## src/design/dxt_pkg.sv

```systemverilog
// Shared types, constants and arithmetic helpers for the DXT1/DXT5 block decoder.
// No dependencies; used by every module of the decoder by scoped names.
`default_nettype none

package dxt_pkg;

    localparam int MAX_DIM_BLOCKS_DEF = 8192;

    localparam int CFG_IDX_W = 2;
    localparam logic [CFG_IDX_W-1:0] CFG_FORMAT_MODE  = 2'd0;
    localparam logic [CFG_IDX_W-1:0] CFG_WIDTH_BLOCKS = 2'd1;

    localparam int WIDTH_REG_W = 14;
    localparam int PIX_W       = 15;

    typedef logic [3:0][7:0] t_chan_pal;
    typedef logic [7:0][7:0] t_alpha_lvl;

    typedef struct packed {
        logic adv2;
        logic adv3;
    } t_pipe_ctl;

    typedef struct packed {
        logic [31:0]      cidx;
        logic [47:0]      aidx;
        logic             four;
        logic             dxt5;
        logic [PIX_W-1:0] base_x;
        logic [PIX_W-1:0] base_y;
    } t_blk_side;

    // floor(255*v/31)
    function automatic logic [7:0] exp5(input logic [4:0] v);
        logic [26:0] p;
        p = 27'(v) * 27'd2156535;
        return p[25:18];
    endfunction

    // floor(255*v/63)
    function automatic logic [7:0] exp6(input logic [5:0] v);
        logic [28:0] p;
        p = 29'(v) * 29'd4244475;
        return p[27:20];
    endfunction

    function automatic logic [7:0] div3(input logic [9:0] x);
        logic [20:0] p;
        p = 21'(x) * 21'd683;
        return p[18:11];
    endfunction

    function automatic logic [7:0] div5(input logic [10:0] x);
        logic [22:0] p;
        p = 23'(x) * 23'd3277;
        return p[21:14];
    endfunction

    function automatic logic [7:0] div7(input logic [10:0] x);
        logic [22:0] p;
        p = 23'(x) * 23'd2341;
        return p[21:14];
    endfunction

endpackage

`default_nettype wire

```

## src/design/dxt_texture_block_decoder_top.sv

```systemverilog
// Top level of the DXT1/DXT5 texture block decoder: input stage, block placement,
// pipeline control. Depends on dxt_pkg, dxt_color_lane, dxt_alpha_lane, dxt_texel_merge.
//
//   channel   direction  handshake                  payload
//   input     in         i_in_valid / o_in_ready    i_data_word
//   result    out        o_out_valid / i_out_ready  o_red .. o_block_last
//   config    in         i_cfg_we                   i_cfg_index, i_cfg_data
//
// A colour word yields 16 texels, one per cycle while the output is not stalled; the
// single texel output port sets the sustained block rate. An alpha word yields no texels.
// A colour word passes the r_s1, r_s2 and r_s3 registers, the merge capture and the output register.
// Synchronous active-low reset clears all valid flags and block position.
// Input is taken while earlier blocks drain; a stalled output backs up the lanes.
`default_nettype none

module dxt_texture_block_decoder_top #(
    parameter int MAX_DIM_BLOCKS = dxt_pkg::MAX_DIM_BLOCKS_DEF
) (
    input  wire logic                          i_clk,
    input  wire logic                          i_rst_n,
    input  wire logic                          i_cfg_we,
    input  wire logic [dxt_pkg::CFG_IDX_W-1:0] i_cfg_index,
    input  wire logic [13:0]                   i_cfg_data,
    input  wire logic                          i_in_valid,
    output logic                               o_in_ready,
    input  wire logic [63:0]                   i_data_word,
    output logic                               o_out_valid,
    input  wire logic                          i_out_ready,
    output logic [7:0]                         o_red,
    output logic [7:0]                         o_green,
    output logic [7:0]                         o_blue,
    output logic [7:0]                         o_alpha,
    output logic [14:0]                        o_pixel_x,
    output logic [14:0]                        o_pixel_y,
    output logic                               o_block_last
);

    localparam int CW = (MAX_DIM_BLOCKS > 1) ? $clog2(MAX_DIM_BLOCKS) : 1;
    localparam logic [dxt_pkg::WIDTH_REG_W-1:0] MAX_W = dxt_pkg::WIDTH_REG_W'(MAX_DIM_BLOCKS);
    localparam logic [CW:0] MAX_ROWS = (CW + 1)'(MAX_DIM_BLOCKS);

    logic                                r_fmt;
    logic [dxt_pkg::WIDTH_REG_W-1:0]     r_width;
    logic                                r_expect;
    logic [63:0]                         r_held;
    logic [CW-1:0]                       r_col, n_col;
    logic [CW-1:0]                       r_row, n_row;

    logic                                r_v1, r_v2, r_v3;
    logic [63:0]                         r_s1_word;
    logic [63:0]                         r_s1_aw;
    logic                                r_s1_dxt5;
    logic [14:0]                         r_s1_bx, r_s1_by;
    dxt_pkg::t_blk_side                  r_s2_side, r_s3_side, n_s2_side;

    dxt_pkg::t_pipe_ctl                  ctl;
    logic                                m_take;
    logic                                in_acc, alpha_word, colour_acc;
    logic [dxt_pkg::WIDTH_REG_W-1:0]     eff_w;
    logic [CW:0]                         col_inc, row_inc;

    dxt_pkg::t_chan_pal                  pal_r, pal_g, pal_b;
    dxt_pkg::t_alpha_lvl                 lvl;

    assign ctl.adv3   = r_v2 && (!r_v3 || m_take);
    assign ctl.adv2   = r_v1 && (!r_v2 || ctl.adv3);
    assign o_in_ready = !r_v1 || ctl.adv2;

    assign in_acc     = i_in_valid && o_in_ready;
    assign alpha_word = r_fmt && !r_expect;
    assign colour_acc = in_acc && !alpha_word;

    always_comb begin
        if (r_width == '0) begin
            eff_w = dxt_pkg::WIDTH_REG_W'(1);
        end else if (r_width > MAX_W) begin
            eff_w = MAX_W;
        end else begin
            eff_w = r_width;
        end
        col_inc = (CW + 1)'(r_col) + (CW + 1)'(1);
        row_inc = (CW + 1)'(r_row) + (CW + 1)'(1);
        n_col   = col_inc[CW-1:0];
        n_row   = r_row;
        if (15'(col_inc) >= 15'(eff_w)) begin
            n_col = '0;
            n_row = (row_inc >= MAX_ROWS) ? '0 : row_inc[CW-1:0];
        end
    end

    always_comb begin
        n_s2_side.cidx   = r_s1_word[63:32];
        n_s2_side.aidx   = r_s1_aw[63:16];
        n_s2_side.four   = r_s1_dxt5 || (r_s1_word[15:0] > r_s1_word[31:16]);
        n_s2_side.dxt5   = r_s1_dxt5;
        n_s2_side.base_x = r_s1_bx;
        n_s2_side.base_y = r_s1_by;
    end

    always_ff @(posedge i_clk) begin
        if (!i_rst_n) begin
            r_fmt    <= 1'b0;
            r_width  <= dxt_pkg::WIDTH_REG_W'(1);
            r_expect <= 1'b0;
            r_held   <= '0;
            r_col    <= '0;
            r_row    <= '0;
            r_v1     <= 1'b0;
            r_v2     <= 1'b0;
            r_v3     <= 1'b0;
        end else begin
            if (ctl.adv2) begin
                r_v1 <= 1'b0;
            end
            if (colour_acc) begin
                r_v1 <= 1'b1;
            end
            if (ctl.adv2) begin
                r_v2 <= 1'b1;
            end else if (ctl.adv3) begin
                r_v2 <= 1'b0;
            end
            if (ctl.adv3) begin
                r_v3 <= 1'b1;
            end else if (m_take) begin
                r_v3 <= 1'b0;
            end

            if (in_acc) begin
                if (alpha_word) begin
                    r_held   <= i_data_word;
                    r_expect <= 1'b1;
                end else begin
                    r_expect <= 1'b0;
                    r_col    <= n_col;
                    r_row    <= n_row;
                end
            end

            if (i_cfg_we) begin
                case (i_cfg_index)
                    dxt_pkg::CFG_FORMAT_MODE: begin
                        r_fmt    <= i_cfg_data[0];
                        r_expect <= 1'b0;
                    end
                    dxt_pkg::CFG_WIDTH_BLOCKS: begin
                        r_width  <= i_cfg_data;
                        r_col    <= '0;
                        r_row    <= '0;
                        r_expect <= 1'b0;
                    end
                    default: begin
                    end
                endcase
            end
        end
    end

    always_ff @(posedge i_clk) begin
        if (colour_acc) begin
            r_s1_word <= i_data_word;
            r_s1_aw   <= r_held;
            r_s1_dxt5 <= r_fmt;
            r_s1_bx   <= 15'({r_col, 2'b00});
            r_s1_by   <= 15'({r_row, 2'b00});
        end
        if (ctl.adv2) begin
            r_s2_side <= n_s2_side;
        end
        if (ctl.adv3) begin
            r_s3_side <= r_s2_side;
        end
    end

    dxt_color_lane #(.BITS(5)) u_lane_r (
        .i_clk  (i_clk),
        .i_ctl  (ctl),
        .i_c0   (r_s1_word[15:11]),
        .i_c1   (r_s1_word[31:27]),
        .i_four (r_s2_side.four),
        .o_pal  (pal_r)
    );

    dxt_color_lane #(.BITS(6)) u_lane_g (
        .i_clk  (i_clk),
        .i_ctl  (ctl),
        .i_c0   (r_s1_word[10:5]),
        .i_c1   (r_s1_word[26:21]),
        .i_four (r_s2_side.four),
        .o_pal  (pal_g)
    );

    dxt_color_lane #(.BITS(5)) u_lane_b (
        .i_clk  (i_clk),
        .i_ctl  (ctl),
        .i_c0   (r_s1_word[4:0]),
        .i_c1   (r_s1_word[20:16]),
        .i_four (r_s2_side.four),
        .o_pal  (pal_b)
    );

    dxt_alpha_lane u_lane_a (
        .i_clk (i_clk),
        .i_ctl (ctl),
        .i_a0  (r_s1_aw[7:0]),
        .i_a1  (r_s1_aw[15:8]),
        .o_lvl (lvl)
    );

    dxt_texel_merge u_merge (
        .i_clk        (i_clk),
        .i_rst_n      (i_rst_n),
        .i_s3_valid   (r_v3),
        .o_take       (m_take),
        .i_side       (r_s3_side),
        .i_pal_r      (pal_r),
        .i_pal_g      (pal_g),
        .i_pal_b      (pal_b),
        .i_lvl        (lvl),
        .o_out_valid  (o_out_valid),
        .i_out_ready  (i_out_ready),
        .o_red        (o_red),
        .o_green      (o_green),
        .o_blue       (o_blue),
        .o_alpha      (o_alpha),
        .o_pixel_x    (o_pixel_x),
        .o_pixel_y    (o_pixel_y),
        .o_block_last (o_block_last)
    );

endmodule

`default_nettype wire

```

## src/design/dxt_color_lane.sv

```systemverilog
// One colour channel lane: endpoint expansion, then four-entry palette.
// Depends on dxt_pkg.
`default_nettype none

module dxt_color_lane #(
    parameter int BITS = 5
) (
    input  wire logic              i_clk,
    input  wire dxt_pkg::t_pipe_ctl i_ctl,
    input  wire logic [BITS-1:0]   i_c0,
    input  wire logic [BITS-1:0]   i_c1,
    input  wire logic              i_four,
    output dxt_pkg::t_chan_pal     o_pal
);

    logic [7:0]         r_e0, r_e1;
    logic [7:0]         n_e0, n_e1;
    dxt_pkg::t_chan_pal r_pal, n_pal;

    always_comb begin
        if (BITS == 5) begin
            n_e0 = dxt_pkg::exp5(5'(i_c0));
            n_e1 = dxt_pkg::exp5(5'(i_c1));
        end else begin
            n_e0 = dxt_pkg::exp6(6'(i_c0));
            n_e1 = dxt_pkg::exp6(6'(i_c1));
        end
    end

    always_comb begin
        n_pal[0] = r_e0;
        n_pal[1] = r_e1;
        if (i_four) begin
            n_pal[2] = dxt_pkg::div3({1'b0, r_e0, 1'b0} + 10'(r_e1));
            n_pal[3] = dxt_pkg::div3(10'(r_e0) + {1'b0, r_e1, 1'b0});
        end else begin
            n_pal[2] = 8'((9'(r_e0) + 9'(r_e1)) >> 1);
            n_pal[3] = 8'd0;
        end
    end

    always_ff @(posedge i_clk) begin
        if (i_ctl.adv2) begin
            r_e0 <= n_e0;
            r_e1 <= n_e1;
        end
        if (i_ctl.adv3) begin
            r_pal <= n_pal;
        end
    end

    assign o_pal = r_pal;

endmodule

`default_nettype wire

```

## src/design/dxt_alpha_lane.sv

```systemverilog
// DXT5 alpha lane: weighted endpoint sums, then eight-entry alpha table.
// Depends on dxt_pkg.
`default_nettype none

module dxt_alpha_lane (
    input  wire logic               i_clk,
    input  wire dxt_pkg::t_pipe_ctl i_ctl,
    input  wire logic [7:0]         i_a0,
    input  wire logic [7:0]         i_a1,
    output dxt_pkg::t_alpha_lvl     o_lvl
);

    logic [7:0]          r_a0, r_a1;
    logic                r_mode8, n_mode8;
    logic [5:0][10:0]    r_sum, n_sum;
    dxt_pkg::t_alpha_lvl r_lvl, n_lvl;

    always_comb begin
        n_mode8 = i_a0 > i_a1;
        for (int k = 0; k < 6; k++) begin
            if (n_mode8) begin
                n_sum[k] = 11'(i_a0) * 11'(6 - k) + 11'(i_a1) * 11'(k + 1);
            end else if (k < 4) begin
                n_sum[k] = 11'(i_a0) * 11'(4 - k) + 11'(i_a1) * 11'(k + 1);
            end else begin
                n_sum[k] = 11'd0;
            end
        end
    end

    always_comb begin
        n_lvl[0] = r_a0;
        n_lvl[1] = r_a1;
        for (int k = 0; k < 6; k++) begin
            if (r_mode8) begin
                n_lvl[k+2] = dxt_pkg::div7(r_sum[k]);
            end else if (k < 4) begin
                n_lvl[k+2] = dxt_pkg::div5(r_sum[k]);
            end else if (k == 4) begin
                n_lvl[k+2] = 8'd0;
            end else begin
                n_lvl[k+2] = 8'd255;
            end
        end
    end

    always_ff @(posedge i_clk) begin
        if (i_ctl.adv2) begin
            r_a0    <= i_a0;
            r_a1    <= i_a1;
            r_mode8 <= n_mode8;
            r_sum   <= n_sum;
        end
        if (i_ctl.adv3) begin
            r_lvl <= n_lvl;
        end
    end

    assign o_lvl = r_lvl;

endmodule

`default_nettype wire

```

## src/design/dxt_texel_merge.sv

```systemverilog
// Merge stage: combines the lane palettes with the block indices and emits
// sixteen texels through a registered output. Depends on dxt_pkg.
`default_nettype none

module dxt_texel_merge (
    input  wire logic                i_clk,
    input  wire logic                i_rst_n,
    input  wire logic                i_s3_valid,
    output logic                     o_take,
    input  wire dxt_pkg::t_blk_side  i_side,
    input  wire dxt_pkg::t_chan_pal  i_pal_r,
    input  wire dxt_pkg::t_chan_pal  i_pal_g,
    input  wire dxt_pkg::t_chan_pal  i_pal_b,
    input  wire dxt_pkg::t_alpha_lvl i_lvl,
    output logic                     o_out_valid,
    input  wire logic                i_out_ready,
    output logic [7:0]               o_red,
    output logic [7:0]               o_green,
    output logic [7:0]               o_blue,
    output logic [7:0]               o_alpha,
    output logic [14:0]              o_pixel_x,
    output logic [14:0]              o_pixel_y,
    output logic                     o_block_last
);

    logic                r_busy, n_busy;
    logic [3:0]          r_cnt, n_cnt;
    dxt_pkg::t_blk_side  r_side;
    dxt_pkg::t_chan_pal  r_pal_r, r_pal_g, r_pal_b;
    dxt_pkg::t_alpha_lvl r_lvl;

    logic        r_ov, n_ov;
    logic [7:0]  r_red, r_green, r_blue, r_alpha;
    logic [14:0] r_px, r_py;
    logic        r_last;

    logic        out_free, emit, emit_last;
    logic [1:0]  ci;
    logic [2:0]  ai;
    logic [7:0]  n_alpha;

    assign out_free  = !r_ov || i_out_ready;
    assign emit      = r_busy && out_free;
    assign emit_last = emit && (r_cnt == 4'd15);
    assign o_take    = i_s3_valid && (!r_busy || emit_last);

    always_comb begin
        ci = r_side.cidx[{r_cnt, 1'b0} +: 2];
        ai = r_side.aidx[6'(r_cnt) * 6'd3 +: 3];
        if (r_side.dxt5) begin
            n_alpha = r_lvl[ai];
        end else if (!r_side.four && ci == 2'd3) begin
            n_alpha = 8'd0;
        end else begin
            n_alpha = 8'd255;
        end
    end

    always_comb begin
        n_busy = r_busy;
        n_cnt  = r_cnt;
        if (emit) begin
            n_cnt = r_cnt + 4'd1;
            if (emit_last) begin
                n_busy = 1'b0;
            end
        end
        if (o_take) begin
            n_busy = 1'b1;
            n_cnt  = 4'd0;
        end
        n_ov = r_ov;
        if (emit) begin
            n_ov = 1'b1;
        end else if (i_out_ready) begin
            n_ov = 1'b0;
        end
    end

    always_ff @(posedge i_clk) begin
        if (!i_rst_n) begin
            r_busy <= 1'b0;
            r_cnt  <= 4'd0;
            r_ov   <= 1'b0;
        end else begin
            r_busy <= n_busy;
            r_cnt  <= n_cnt;
            r_ov   <= n_ov;
        end
    end

    always_ff @(posedge i_clk) begin
        if (o_take) begin
            r_side  <= i_side;
            r_pal_r <= i_pal_r;
            r_pal_g <= i_pal_g;
            r_pal_b <= i_pal_b;
            r_lvl   <= i_lvl;
        end
        if (emit) begin
            r_red   <= r_pal_r[ci];
            r_green <= r_pal_g[ci];
            r_blue  <= r_pal_b[ci];
            r_alpha <= n_alpha;
            r_px    <= {r_side.base_x[14:2], r_cnt[1:0]};
            r_py    <= {r_side.base_y[14:2], r_cnt[3:2]};
            r_last  <= (r_cnt == 4'd15);
        end
    end

    assign o_out_valid  = r_ov;
    assign o_red        = r_red;
    assign o_green      = r_green;
    assign o_blue       = r_blue;
    assign o_alpha      = r_alpha;
    assign o_pixel_x    = r_px;
    assign o_pixel_y    = r_py;
    assign o_block_last = r_last;

endmodule

`default_nettype wire

```

## config.mk

```make
export PLATFORM = sky130hd
export DESIGN_NAME = dxt_texture_block_decoder_top
export DESIGN_NICKNAME = d
export VERILOG_FILES = /design/src/design/dxt_pkg.sv /design/src/design/dxt_texture_block_decoder_top.sv /design/src/design/dxt_color_lane.sv /design/src/design/dxt_alpha_lane.sv /design/src/design/dxt_texel_merge.sv
export SDC_FILE = /design/constraint.sdc
export NUM_CORES = 2
export LEC_CHECK = 0
export BUFFER_PORTS_ARGS = -buffer_cell sky130_fd_sc_hd__buf_4
export CORE_MARGIN = 5
export CORE_UTILIZATION = 42
export DETAILED_ROUTE_END_ITERATION = 7
export PLACE_DENSITY = 0.66
export SLEW_MARGIN = 20
export SYNTH_ARGS = -nofsm -noshare
export SYNTH_HDL_FRONTEND = slang
export SYNTH_HIERARCHICAL = 1
export SYNTH_SLANG_ARGS = --single-unit
```

## constraint.sdc

```tcl
create_clock -name i_clk -period 77.4 [get_ports i_clk]
set_clock_uncertainty 0.05 [all_clocks]
set_input_delay 7.74 -clock i_clk [delete_from_list [all_inputs] [get_ports i_clk]]
set_output_delay 7.74 -clock i_clk [all_outputs]
set_load 0.005 [all_outputs]
```

; Word level (Yosys, flattened, before mapping)
; Index checks and enable logic that the tools add are counted.
[totals]
out_inout_bits = 65
input_bits = 85
ff_bits = 1108
[classes]
reduce_logical = 37
shift = 2
n_bitwise = 1
add_sub_neg = 22
order_cmp = 7
n_mux = 49
multipliers = 29
eq_ne = 3
[ops]
columns = operator, count
row1 = "multiplier 11 x 12 -> 22 bit, second input constant", 10
row2 = 2-to-1 mux 13 bit, 11
row3 = "multiplier 10 x 10 -> 19 bit, second input constant", 6
row4 = "multiplier 5 x 22 -> 26 bit, second input constant", 4
row5 = 2-to-1 mux 8 bit, 13
row6 = "multiplier 6 x 23 -> 28 bit, second input constant", 2
row7 = binary-select mux 8 bit (select 2 bit), 3
row8 = indexed part select 48 x 7 -> 3 bit, 1
row9 = 2-to-1 mux 11 bit, 4
row10 = "multiplier 8 x 2 -> 10 bit, second input constant", 4
row11 = indexed part select 32 x 6 -> 2 bit, 1
row12 = adder 8 x 9 -> 10 bit, 3
row13 = adder 9 x 8 -> 10 bit, 3
row14 = "adder 13 x 1 -> 14 bit, second input constant", 2
row15 = 2-to-1 mux 14 bit, 2
row16 = adder 8 x 8 -> 9 bit, 3
row17 = binary-select mux 8 bit (select 3 bit), 1
row18 = adder 10 x 10 -> 11 bit, 2
row19 = "multiplier 8 x 3 -> 11 bit, second input constant", 2
row20 = > comparator 16 bit, 1
row21 = 2-to-1 mux 1 bit, 15
row22 = greater-or-equal comparator 14 bit, 1
row23 = "greater-or-equal comparator 14 bit, second input constant", 1
row24 = "> comparator 14 bit, second input constant", 1
row25 = other kinds (25), 54

; Longest topological paths before layout
[logic_depth]
depth_word = 15
depth_mapped = 26
depth_no_buf = 26

; Cells and area by module
; Netlist, hierarchy kept.
[by_module_without_submodules]
columns = mod, area_per_inst_um2, seq_area_each_um2, cells_per_inst, n_inst
row1 = dxt_alpha_lane, 25907.3, 4294.1, 2582, 1
row2 = dxt_texture_block_decoder_top, 16513.3, 13322.8, 1033, 1
row3 = dxt_texel_merge, 12156.7, 10059.6, 528, 1
row4 = dxt_color_lane (u_lane_b), 8311.7, 1441.4, 804, 1
row5 = dxt_color_lane (u_lane_r), 8201.6, 1441.4, 802, 1
row6 = dxt_color_lane (u_lane_g), 8137.8, 1441.4, 755, 1

; Worst setup path before layout
; Ideal clock, no wire load.
[synth_path]
path_type = input to register
startpoint = input port i_out_ready
endpoint = register r_s2_side[100] (netlist bit), enable pin
arrival_time_ns = 32.212
required_ns = 76.165
path_stages = 5
n_path_buf = 0
setup_slack_ns = 43.953
path_cell_list = nor2b_1 o21ai_0 and2_1 nor2b_1 a21boi_0
[synth_rtl]
columns = element, line_no
row1 = "start, declared", dxt_texture_block_decoder_top.sv:28  ; input wire logic i_out_ready,
row2 = "end signal, assigned", dxt_texture_block_decoder_top.sv:168  ; r_s2_side <= n_s2_side;
row3 = "end, declared", dxt_texture_block_decoder_top.sv:54  ; dxt_pkg::t_blk_side r_s2_side, r_s3_side, n_s2_side;

; Worst setup path after layout
[layout_path]
startpoint = input port i_out_ready
endpoint = output port o_in_ready
[layout_via]
elab_chain_cells = 10
[layout_lines]
columns = element, line_no
row1 = logical OR 1 bit, dxt_texel_merge.sv:42  ; assign out_free = !r_ov || i_out_ready;
row2 = logical AND 1 bit, dxt_texel_merge.sv:43  ; assign emit = r_busy && out_free;
row3 = logical AND 1 bit, dxt_texel_merge.sv:44  ; assign emit_last = emit && (r_cnt == 4'd15);
row4 = logical OR 1 bit, dxt_texel_merge.sv:45  ; assign o_take = i_s3_valid && (!r_busy || emit_last);
row5 = logical AND 1 bit, dxt_texel_merge.sv:45
row6 = via m_take, dxt_texture_block_decoder_top.sv:57  ; logic m_take;
row7 = logical OR 1 bit, dxt_texture_block_decoder_top.sv:65  ; assign ctl.adv3 = r_v2 && (!r_v3 || m_take);
row8 = logical AND 1 bit, dxt_texture_block_decoder_top.sv:65
row9 = logical OR 1 bit, dxt_texture_block_decoder_top.sv:66  ; assign ctl.adv2 = r_v1 && (!r_v2 || ctl.adv3);
row10 = logical AND 1 bit, dxt_texture_block_decoder_top.sv:66
row11 = logical OR 1 bit, dxt_texture_block_decoder_top.sv:67  ; assign o_in_ready = !r_v1 || ctl.adv2;
row12 = "end, declared", dxt_texture_block_decoder_top.sv:25  ; output logic o_in_ready,
; The timed path passes the listed nets, and every way through them passes these cells.

==> results.md <==
| Step | Result | Value |
| --- | --- | --- |
| final layout | Filler cell count | 16700 |
| final layout | Area of all sequential standard cells | 0.0320 mm² |
| setup path | Crit path cell chain | buf_4 > nor2b_1 > o21ai_0 > and2_4 > nor2b_1 > nand3_1 > buf_4 |
| run status | Result of the run | finished clean |
| cts | H-tree depth reported by CTS | 3 |
| routing | DRC errors left | 0 |
| routing | Detailed-routing iteration count for the pre-antenna-repair pass | 7 |
| setup path | Crit path max-delay cell type | sky130_fd_sc_hd__nor2b_1 |
| placed design | Placed inst area | 0.0834 mm² |
| global route | Vias in the first global route | 50200 |
| global route | Largest net degree at the start of global routing | 166 |
| job | Number of maximum-capacitance constraint violations | 0 |
| routing | ANT nets after route | 0 |
| global route | Antenna violations before repair | 21 |
| routing | Routed Wire Length | 168 mm |
| cts | CTS buffer count | 115 |
| timing | Number of hold violations in the final report | 0 |
| routing | Iteration-0 DRC count of the detailed router | 2728 |
| floorplanning | Placement Rows | 159 |
| setup path | Category of the critical setup timing path | in2out |
| cts | Master cell of the clock root buffer | sky130_fd_sc_hd__clkbuf_16 |
| power | Total leakage power | 0.0393 µW |
| yosys | Syn_nets | 8435 |
| setup path | CP Data Arrival Time | 9.69 ns |
| cts | Count of hold buffers inserted by post-cts repair | 0 |
| global route | Grt ovf | 0 |
| final layout | Final Net Count | 8657 |
| final layout | Synthesis-to-layout area growth | 10.3% |
| floorplanning | Effective utilization at floorplan | 0.422 |
| routing | Via count | 47900 |
| power | Peak supply drop | 0.0356 mV |
| setup path | Highest fanout seen on the critical path | 50 |
| floorplanning | Ports | 150 |
| timing | Setup repair after global routing missed its margin | no |
| cts | Clock slew at reported path FFs | 0.06 ns |
| setup path | Launching element type of the critical path | input pin |
| floorplanning | Width of the chip | 444 µm |
| placed design | Number of port buffers | 149 |
| timing | Number of setup violations in the final report | 0 |
| cts | Clock latency at the later pin of the worst-skew pair | 0.79 ns |
| cts | Cts repair resizes | 0 |
| floorplanning | Die Y-Extent | 444 µm |
| floorplanning | Core area | 0.188 mm² |
| final layout | Design area | 0.0874 mm² |
| setup path | Number of buffers and inverters on the critical path | 2 |
| yosys | Gate Count Post-Synth | 6503 |
| placed design | Final GP Congestion | 0.862 |
| cts | Postcts setup bufs | 0 |
| setup path | CP max stage delay | 0.54 ns |
| timing | Post-route setup TNS | 0 ns |
| yosys | Synth Area per Inst | 12.2 µm² |
| placed design | Post-detailed-placement half-perimeter wirelength | 130 mm |
| cts | CTS tree | yes |
| global route | First-pass GRT wire length | 271 mm |
| timing | Fmax achieved | 0.0572 GHz |
| setup path | Category of the worst setup path capture point | output port |
| timing | Final worst path period share | 0.226 |
| power | Power density relative to cell area | 36.8 mW/mm² |
| final layout | Total area of multi-input combinational cells | 0.0428 mm² |
| yosys | Warning count from the yosys run | 6 |
| global route | Overall routing resource usage | 0.172 |
| setup path | Cell class contributing the biggest share of worst-path delay | simple AND/OR/NAND/NOR gates |
| setup path | Worst path required time | 69.61 ns |
| floorplanning | Die footprint | 0.197 mm² |
| hold path | Path category of the worst min-delay check | reg2reg |
| yosys | Cell area after synthesis | 0.0792 mm² |
| timing | Final critical path time including I/O delays and setup | 17.48 ns |
| timing | Max-slew violation count | 0 |
| cts | Clock Sink Count | 1104 |
| timing | Worst max-slew margin expressed relative to the limit | 0.314 |
| final layout | Layout cells sized above 1 | 0.0756 |
| routing | Routed wirelength normalized by instance count | 18.0 µm |
| routing | Vias per Instance | 5.14 |
| timing | Worst-Margin Slew | 1.03 ns |
| cts | CTS Buffer Depth | 3 |
==> where the power goes <==
group | switching (µW) | internal, µW
clock | 243 | 325
sequential | 29.9 | 729
combinational | 1060 | 825
total | 1330 | 1880
==> through the flow <==
step | setup slack [ns] | utilization | total power [µW] | hold slack [ns] | std cells
finish | 59.92 | 0.465 | 3210 | 0.302 | 9329
global route | 59.71 | 0.465 | 3560 | 0.310 | 9326
CTS | 59.89 | 0.465 | 3250 | 0.306 | 9321
detailed placement | 59.89 | 0.444 | 2660 | 0.355 | 9103
global placement | 59.88 | 0.444 | 2600 | 0.350 | 9103
floorplan | 43.95 | - | 2210 | 0.350 | 6503
==> registers in the layout, summed over array words and instances (netlist names), 14 cells and up <==
register,count
u_merge/r_side,108
u_merge/o_pixel_y,15
r_held,64
r_s1_word,64
r_s2_side,108
u_merge/r_pal_r,32
u_lane_r/o_pal,32
u_merge/r_pal_g,32
u_lane_b/o_pal,32
u_lane_g/o_pal,32
r_s3_side,108
u_lane_a/o_lvl,64
u_merge/r_lvl,64
u_merge/r_pal_b,32
r_s1_aw,64
r_width,14
u_lane_a/r_sum,62
u_merge/o_pixel_x,15
==> per-layer routing <==
metal  wire (µm)  up-vias  share of wire  global-route usage
li1            -    23300              -                   -
met1       77500    23500           0.46               0.235
met2       78100      894           0.46               0.283
met3        7650      244          0.045              0.0246
met4        4940        4          0.029              0.0533
met5          26        -        0.00015                   0
==> final cells by class <==
cell class,instances,share of cell area
multi-input combinational,4244,0.490
sequential,1104,0.366
inverter,1076,0.0463
clock buffer,150,0.0359
tap,2495,0.0357
timing repair buffer,184,0.0161
clock inverter,68,0.00963
antenna,8,0.000229
==> path summary, 6_finish.rpt <==
check                                      start                  to  slack, ns  cells past startpoint
worst min register to register     r_s3_side[84]  u_merge/r_side[84]       0.30                      0
worst max register to register  u_lane_b/r_e1[0]  u_lane_b/o_pal[26]      70.31                     25
worst min-delay path               r_s3_side[84]  u_merge/r_side[84]       0.30                      0
worst max-delay path                 i_out_ready          o_in_ready      59.92                      7
==> cells in the final DEF, fill, tap and decap left out, types with 30 or more instances in the layout <==
cell / count
sky130_fd_sc_hd__clkbuf_16: 117
sky130_fd_sc_hd__nand4_1: 44
sky130_fd_sc_hd__edfxtp_1: 989
sky130_fd_sc_hd__nor2_1: 178
sky130_fd_sc_hd__a21o_1: 134
sky130_fd_sc_hd__ha_1: 1385
sky130_fd_sc_hd__o21bai_1: 50
sky130_fd_sc_hd__nand2_1: 316
sky130_fd_sc_hd__nand2b_1: 37
sky130_fd_sc_hd__o21ai_0: 155
sky130_fd_sc_hd__mux4_2: 30
sky130_fd_sc_hd__inv_1: 1072
sky130_fd_sc_hd__xor2_1: 111
sky130_fd_sc_hd__a21boi_0: 85
sky130_fd_sc_hd__buf_4: 182
sky130_fd_sc_hd__and2_1: 40
sky130_fd_sc_hd__dfxtp_1: 115
sky130_fd_sc_hd__a211oi_1: 45
sky130_fd_sc_hd__mux2i_1: 48
sky130_fd_sc_hd__a21oi_1: 252
sky130_fd_sc_hd__o21a_1: 40
sky130_fd_sc_hd__fa_1: 462
sky130_fd_sc_hd__nand3_1: 75
sky130_fd_sc_hd__nor2b_1: 39
sky130_fd_sc_hd__nor3_1: 62
sky130_fd_sc_hd__xnor2_1: 231
No activity file was read; power rests on OpenSTA's default activity.
